### config.mk
export PLATFORM = sky130hd
export DESIGN_NAME = svne_norm
export DESIGN_NICKNAME = d
export VERILOG_FILES = /design/src/rtl/core/svne_pkg.sv /design/src/rtl/core/svne_norm.sv
export SDC_FILE = /design/constraint.sdc
export NUM_CORES = 2
export LEC_CHECK = 0
export BUFFER_PORTS_ARGS = -buffer_cell sky130_fd_sc_hd__buf_2
export CAP_MARGIN = 0
export CORE_ASPECT_RATIO = 1.75
export CORE_UTILIZATION = 40
export CTS_CLUSTER_DIAMETER = 40
export DETAILED_ROUTE_END_ITERATION = 6
export HOLD_SLACK_MARGIN = 0.08
export PLACE_DENSITY = 0.58
export SLEW_MARGIN = 5
export SYNTH_ARGS = -nofsm -noshare
export SYNTH_HDL_FRONTEND = slang
export SYNTH_SLANG_ARGS = --single-unit
### constraint.sdc
create_clock -name aclk -period 10.8 [get_ports aclk]
set_input_delay 1.08 -clock aclk [delete_from_list [all_inputs] [get_ports aclk]]
set_output_delay 1.08 -clock aclk [all_outputs]
set_load 0.05 [all_outputs]
### src/rtl/core/svne_pkg.sv
// ----------------------------------------------------------------------------
// svne_pkg
// Shared types, codes and constants of the smooth vertex normal engine.
// ----------------------------------------------------------------------------
package svne_pkg;

    localparam int SVNE_VERTEX_DEPTH = 1024;
    localparam int SVNE_COORD_BITS   = 16;

    localparam int ACC_W   = 48;
    localparam int OUT_W   = 16;
    localparam int FIELD_W = 16;
    localparam int IDX_W   = 10;

    localparam logic signed [ACC_W-1:0] ACC_MAX = {1'b0, {(ACC_W-1){1'b1}}};
    localparam logic signed [ACC_W-1:0] ACC_MIN = {1'b1, {(ACC_W-1){1'b0}}};
    localparam logic [OUT_W-1:0]        ONE_Q14 = 16'd16384;

    // s_tdata layout
    localparam int S_TDATA_W = 88;
    localparam int OFS_VIDX  = 0;
    localparam int OFS_PX    = 10;
    localparam int OFS_PY    = 26;
    localparam int OFS_PZ    = 42;
    localparam int OFS_CA    = 58;
    localparam int OFS_CB    = 68;
    localparam int OFS_CC    = 78;
    localparam int M_TDATA_W = 48;

    typedef enum logic [1:0] {
        MODE_WRITE = 2'd0,
        MODE_TRI   = 2'd1,
        MODE_READ  = 2'd2,
        MODE_CLEAR = 2'd3
    } mode_t;

    typedef enum logic [1:0] {
        STAT_OK   = 2'd0,
        STAT_BAD  = 2'd1,
        STAT_ZERO = 2'd2
    } status_t;

    typedef enum logic [3:0] {
        ST_INIT,
        ST_IDLE,
        ST_CLEAR,
        ST_TRI_RD,
        ST_TRI_CAP,
        ST_TRI_DIFF,
        ST_TRI_MUL,
        ST_ACC_RD,
        ST_ACC_WR,
        ST_RD_ISSUE,
        ST_RD_CHK,
        ST_NORM,
        ST_DONE
    } state_t;

    typedef enum logic [2:0] {
        NS_IDLE,
        NS_MAG,
        NS_SHIFT,
        NS_SQ,
        NS_SQRT,
        NS_DIV_LD,
        NS_DIV,
        NS_DONE
    } nstate_t;

    typedef struct packed {
        logic                    done;
        logic                    zero;
        logic signed [OUT_W-1:0] x;
        logic signed [OUT_W-1:0] y;
        logic signed [OUT_W-1:0] z;
    } norm_res_t;

endpackage

### src/rtl/core/svne_norm.sv
// ----------------------------------------------------------------------------
// svne_norm
// Iterative normalizer: scale to [2^29, 2^30), sum of squares, bit-serial
// square root and restoring divide, one component at a time.
// ----------------------------------------------------------------------------
module svne_norm
    import svne_pkg::*;
(
    input  logic                    aclk,
    input  logic                    aresetn,
    input  logic                    start,
    input  logic signed [ACC_W-1:0] cx,
    input  logic signed [ACC_W-1:0] cy,
    input  logic signed [ACC_W-1:0] cz,
    output norm_res_t               res
);

    localparam logic [ACC_W-1:0] M_HI = 48'h0000_4000_0000;
    localparam logic [ACC_W-1:0] M_LO = 48'h0000_2000_0000;

    nstate_t state_reg, state_next;

    logic [ACC_W-1:0]  mag_reg [3];
    logic [2:0]        neg_reg;
    logic [ACC_W-1:0]  m_reg;
    logic [1:0]        k_reg;
    logic [59:0]       sq_reg;
    logic [61:0]       sum_reg;
    logic [61:0]       rn_reg;
    logic [61:0]       root_reg;
    logic [61:0]       bit_reg;
    logic [45:0]       num_reg;
    logic [30:0]       rem_reg;
    logic [15:0]       q_reg;
    logic [4:0]        dcnt_reg;
    logic signed [OUT_W-1:0] out_reg [3];
    logic              zero_reg;

    logic [30:0] len;
    logic [31:0] rem2;
    logic [15:0] q_done;
    logic [15:0] q_clamp;
    logic [61:0] trial;

    assign len    = root_reg[30:0];
    assign rem2   = {rem_reg, num_reg[dcnt_reg[3:0]]};
    assign trial  = root_reg + bit_reg;
    assign q_done = q_reg;
    assign q_clamp = (q_done > ONE_Q14) ? ONE_Q14 : q_done;

    always_ff @(posedge aclk) begin
        if (!aresetn) begin
            state_reg <= NS_IDLE;
        end else begin
            state_reg <= state_next;
        end
    end

    always_comb begin
        state_next = state_reg;
        unique case (state_reg)
            NS_IDLE:   if (start) state_next = NS_MAG;
            NS_MAG:    state_next = NS_SHIFT;
            NS_SHIFT: begin
                if (m_reg == '0) begin
                    state_next = NS_DONE;
                end else if (m_reg < M_HI && m_reg >= M_LO) begin
                    state_next = NS_SQ;
                end
            end
            NS_SQ:     if (k_reg == 2'd3) state_next = NS_SQRT;
            NS_SQRT:   if (bit_reg == '0) state_next = NS_DIV_LD;
            NS_DIV_LD: state_next = NS_DIV;
            NS_DIV: begin
                if (dcnt_reg == 5'd0) begin
                    state_next = (k_reg == 2'd2) ? NS_DONE : NS_DIV_LD;
                end
            end
            NS_DONE:   state_next = NS_IDLE;
            default:   state_next = NS_IDLE;
        endcase
    end

    always_ff @(posedge aclk) begin
        unique case (state_reg)
            NS_IDLE: begin
                if (start) begin
                    mag_reg[0] <= cx[ACC_W-1] ? ACC_W'(-cx) : ACC_W'(cx);
                    mag_reg[1] <= cy[ACC_W-1] ? ACC_W'(-cy) : ACC_W'(cy);
                    mag_reg[2] <= cz[ACC_W-1] ? ACC_W'(-cz) : ACC_W'(cz);
                    neg_reg    <= {cz[ACC_W-1], cy[ACC_W-1], cx[ACC_W-1]};
                    zero_reg   <= 1'b0;
                    out_reg[0] <= '0;
                    out_reg[1] <= '0;
                    out_reg[2] <= '0;
                end
            end
            NS_MAG: begin
                if (mag_reg[0] >= mag_reg[1] && mag_reg[0] >= mag_reg[2]) begin
                    m_reg <= mag_reg[0];
                end else if (mag_reg[1] >= mag_reg[2]) begin
                    m_reg <= mag_reg[1];
                end else begin
                    m_reg <= mag_reg[2];
                end
                k_reg   <= '0;
                sum_reg <= '0;
            end
            NS_SHIFT: begin
                if (m_reg == '0) begin
                    zero_reg <= 1'b1;
                end else if (m_reg >= M_HI) begin
                    m_reg      <= m_reg >> 1;
                    mag_reg[0] <= mag_reg[0] >> 1;
                    mag_reg[1] <= mag_reg[1] >> 1;
                    mag_reg[2] <= mag_reg[2] >> 1;
                end else if (m_reg < M_LO) begin
                    m_reg      <= m_reg << 1;
                    mag_reg[0] <= mag_reg[0] << 1;
                    mag_reg[1] <= mag_reg[1] << 1;
                    mag_reg[2] <= mag_reg[2] << 1;
                end
            end
            NS_SQ: begin
                // one square per cycle, summed in the following cycle
                if (k_reg != 2'd3) begin
                    sq_reg <= mag_reg[k_reg][29:0] * mag_reg[k_reg][29:0];
                end
                if (k_reg != 2'd0) begin
                    sum_reg <= sum_reg + 62'(sq_reg);
                end
                if (k_reg == 2'd3) begin
                    rn_reg   <= sum_reg + 62'(sq_reg);
                    root_reg <= '0;
                    bit_reg  <= 62'(1) << 60;
                    k_reg    <= '0;
                end else begin
                    k_reg <= k_reg + 2'd1;
                end
            end
            NS_SQRT: begin
                if (bit_reg != '0) begin
                    if (rn_reg >= trial) begin
                        rn_reg   <= rn_reg - trial;
                        root_reg <= (root_reg >> 1) + bit_reg;
                    end else begin
                        root_reg <= root_reg >> 1;
                    end
                    bit_reg <= bit_reg >> 2;
                end
            end
            NS_DIV_LD: begin
                num_reg  <= {2'b00, mag_reg[k_reg][29:0], 14'd0} + 46'(len >> 1);
                rem_reg  <= 31'((({2'b00, mag_reg[k_reg][29:0], 14'd0}
                            + 46'(len >> 1)) >> 16));
                q_reg    <= '0;
                dcnt_reg <= 5'd15;
            end
            NS_DIV: begin
                if (rem2 >= {1'b0, len}) begin
                    rem_reg <= 31'(rem2 - {1'b0, len});
                    q_reg   <= {q_reg[14:0], 1'b1};
                end else begin
                    rem_reg <= rem2[30:0];
                    q_reg   <= {q_reg[14:0], 1'b0};
                end
                if (dcnt_reg == 5'd0) begin
                    k_reg <= k_reg + 2'd1;
                end else begin
                    dcnt_reg <= dcnt_reg - 5'd1;
                end
            end
            NS_DONE: begin
            end
            default: begin
            end
        endcase
        // final quotient bit lands at the last divide step; apply sign next cycle
        if (state_reg == NS_DIV_LD && k_reg != 2'd0) begin
            out_reg[k_reg - 2'd1] <= neg_reg[k_reg - 2'd1] ? -$signed(q_clamp)
                                                           : $signed(q_clamp);
        end
        if (state_reg == NS_DONE && !zero_reg) begin
            out_reg[2] <= neg_reg[2] ? -$signed(q_clamp) : $signed(q_clamp);
        end
    end

    always_comb begin
        res.done = (state_reg == NS_DONE);
        res.zero = zero_reg;
        res.x    = out_reg[0];
        res.y    = out_reg[1];
        res.z    = (state_reg == NS_DONE && !zero_reg)
                   ? (neg_reg[2] ? -$signed(q_clamp) : $signed(q_clamp))
                   : out_reg[2];
    end

endmodule

==> metrics list <==
* Final setup fails: 0
- Actual slew at the worst max-slew pin: about 1200 ps
- The number of hold buffers added after CTS was 0.
- Final Critical Period: 10620 ps
- Number of distinct standard cells referenced by the synthesized netlist: 85
- Layout net count: 9785
* Share of synthesized area occupied by flip-flops and latches: approximately a quarter
- The tree is rooted in a clkbuf_16.
- Highest-count cells in the layout ignoring fill and taps: inv_1 (1111), nand2_1 (973), nor2_1 (706)
- Via density per instance: about 5.7
- For the worst-skew pair, the clock arrives at the later sink with an insertion delay of 740 ps.
- Outcome: complete, but fails checks
* CP Data Arrival Time: ~11000 ps
- After synthesis, the cell types taking the most area are edfxtp_1 (24%), fa_1 (19%), ha_1 (11%), inv_1 (5.7%), nand2_1 (5.0%).
* Detailed-route via count: a little over 60000
- Following the worst setup path forward leads to its endpoint at sq_reg[54]$_DFFE_PP_.
* I/O pin count: roughly 200
- Final number of max-transition violations: 0
- Core region area: approximately 180000 µm²
- Total clock sinks: slightly below 600
- The floorplan step defined a die boundary enclosing between 150000 and 200000 µm².
* Post-synthesis compound-gate area fraction: 16.0%
- At the worst endpoint, the required time is 11210 ps.
- Between clock sinks in the finished design, the worst skew comes to just over 80 ps.
- Number of warning messages in the yosys log: 0
* Clock-pin slew on the worst setup and hold paths: approximately 60 ps
- Row generation in the floorplan step produced ~210 rows.
- Largest net degree at the start of global routing: between 100 and 150
- Largest fanout of any net on the critical path: 16
- Synth Area in Adders: 30.1%
- Max H-tree Level: 3
- Simple-gate area share of the yosys netlist: 14.2%
- Max-cap viol count: 0
- The tightest min-delay check is of the input pin to register type.
* Synthesized instance count: between 8000 and 9000
- TritonCTS clock tree: done
- Setup repair after global routing left no endpoint under its margin.
* Worst Hold Depth: 2
- For this run, the leading register cell type out of synthesis is edfxtp_1.
- The worst setup path is captured at a register.
* Failing checks: design-rule violations
- The via count of the first global-routing pass is approximately 64000.
- Post-Synthesis Net Count: 9742
* Worst slack on hold paths: 588 ps
- Count of endpoints failing hold in the final timing report: 0
- The endpoint identified for the worst register-to-register timing path is sq_reg[54]$_DFFE_PP_.
- Summed area of non-filler cells in the final layout: around 80000 µm²
* # DRC: 1
* Detailed-route wire length: 267000 µm
* Final setup TNS: 0 ps
* Standard cell with the maximum stage delay on the critical path: a2111oi_1
* Fraction of synthesized cell area taken by the top area cell type: between 20% and 30%
- Counting cells, the worst reg-to-reg path comes to 28.
- After synthesis, the largest family of logic cells by area is adder cells.
- TritonCTS created 90 clock buffers.
- The area growth from synthesis to layout is 9.52%.
- HPWL after detailed placement: roughly 220000 µm
- Summing every instance area after synthesis gives between 70000 and 80000 µm².
- Flop and latch count out of synthesis: about 600
- Derived from the worst setup path, the maximum achievable clock frequency is 94.1 MHz.
- Height of the chip: between 500 and 600 µm
- Cell family with most CP delay: adder cells
- Initial antenna violation count: 22
* Mux contribution to synthesized area: between 1.5 and 2%
- The number of buffers and inverters on the critical path is 8.
- Number of buffers on the longest clock path: 3
- Once the floorplan was initialized, standard cells occupied ~40% of the core.
* Number of flip-flops under the largest register name: ~140
* GRT Residual Overflow: 0
* Leading cell type in the layout, fill and taps excluded: inv_1
- Once placement finished, the instance area stood at 76700 µm².
- First-pass GRT wire length: just under 400000 µm
- Start-to-end type of the worst setup path: register to register
* Stages on worst setup path: 28
- Number of enable-type register cells in the synthesized netlist: 590
* Routed wire length per instance: 24.7 µm
- OpenSTA, run right after detailed placement, puts the worst setup slack at -279 ps.
- Final Worst Setup Slack: ~180 ps
- In this run the tightest slew margin relative to its limit is between 20 and 25%.
- Share of the synthesized netlist area taken by xor and xnor gates: roughly 5.9%
- Number of iterations in the first detailed-routing pass: 7
- From left edge to right edge, the die measures roughly 320 µm.
* Share of final-layout standard cells stronger than drive strength 1: 6.92%
- Post-DRT Antenna Nets: 0
- Reg-to-reg setup timing slack: 180 ps
- Final Cycle Share: approximately 98%
- Port buffering added slightly below 200 buffers.
* Iter 0 DRT Violations: around 4100
- All-Layer GR Usage: approximately 29%
- Summed over all instances, the cell type with the most area after synthesis is edfxtp_1.
- Async set-reset flop share out of synthesis: 0%
- A synthesized cell averages around 9 µm².
* Highest cell delay on the worst timing path: ~940 ps
* Number of buffers inserted to repair setup after CTS: 0
- Final weighted congestion in routability-driven placement: 1.00
* Startpoint Class: register
==> routing by layer <==
layer / global-route usage, % / vias up / share of wire (%) / wire (µm)
met5: 0 / - / 0.027 / 73
met4: 21.7 / 10 / 8.6 / 23000
li1: - / 28300 / - / -
met1: 29.2 / 30500 / 35 / 92400
met3: 3.38 / 776 / 4.3 / 11500
met2: 52.8 / 1984 / 52 / 140000
==> worst min path at each step <==
stage	from	end	slack, ps
CTS	aresetn	state_reg[0]$_SDFFE_PN0P_	540
floorplan	root_reg[11]$_SDFFCE_PN0P_	num_reg[10]$_DFFE_PP_	450
detailed placement	mag_reg[2][46]$_DFFE_PP_	mag_reg[2][47]$_DFFE_PP_	590
global route	aresetn	state_reg[0]$_SDFFE_PN0P_	560
global placement	rem_reg[29]$_SDFFCE_PN0P_	rem_reg[30]$_SDFFCE_PN0P_	570
finish	aresetn	state_reg[0]$_SDFFE_PN0P_	590
==> repair_timing <==
action | CTS | global route
hold endpoints to repair | 0 | 0
setup endpoints to repair | 2 | 6
resized for setup | 2 | 3
==> synth_stat cells, drive strengths merged, types with 9 or more instances <==
master	number
inv	1116
nand2	977
nor2	709
fa	699
ha	638
edfxtp	590
o21ai	553
a21oi	499
clkbuf	333
xnor2	288
a21o	211
xor2	206
and3	105
nand4	105
a31oi	103
mux2i	100
o31ai	99
nor3	93
nand3	76
o21a	59
o21bai	57
a211oi	54
or3	44
nor2b	42
or4	40
nor4	37
buf	36
o41ai	32
o211ai	30
nand2b	29
o31a	28
a21boi	25
and2	23
or2	22
a31o	18
and4	13
o221ai	11
nand3b	10
a2111oi	9
a221oi	9
clkinv	9
==> cells by family (layout without fill, tap and decap cells) <==
family,count (synthesis),in the layout
simple gates,2342,2342
compound gates,1886,1886
buf+inv,1494,1612
fa+ha+maj,1337,1337
flops,595,595
xor+xnor,494,494
mux,110,110
other cells,0,17
==> worst reg2reg max path: cells and delay by family, from the launching register on <==
kind	cells	cell delay, ps
flip-flops	1	590
AO/OA/AOI/OAI	6	3020
adder cells (fa/ha/maj)	9	3720
buffers and inverters	8	1150
multiplexers	1	430
AND/OR/NAND/NOR	4	1400
==> layout make-up <==
cell class | count | area, µm²
tap | 2403 | 3010
antenna | 17 | 42.5
clock buffer | 93 | 2260
clock inverter | 74 | 931
fill | 18000 | 102000
timing repair buffer | 320 | 1910
inverter | 1125 | 4230
sequential | 595 | 17800
multi-input combinational | 6169 | 49700
==> stage by stage <==
| stage | util, % | std cells |
|---|---|---|
| floorplan | - | 8258 |
| global route | 44.0 | 10800 |
| global placement | 42.2 | 10600 |
| CTS | 44.0 | 10800 |
| finish | 44.0 | 10800 |
| detailed placement | 42.2 | 10600 |
Power is not shown: default switching activity piles up to over one toggle a cycle in this logic, so the estimate is an artifact.
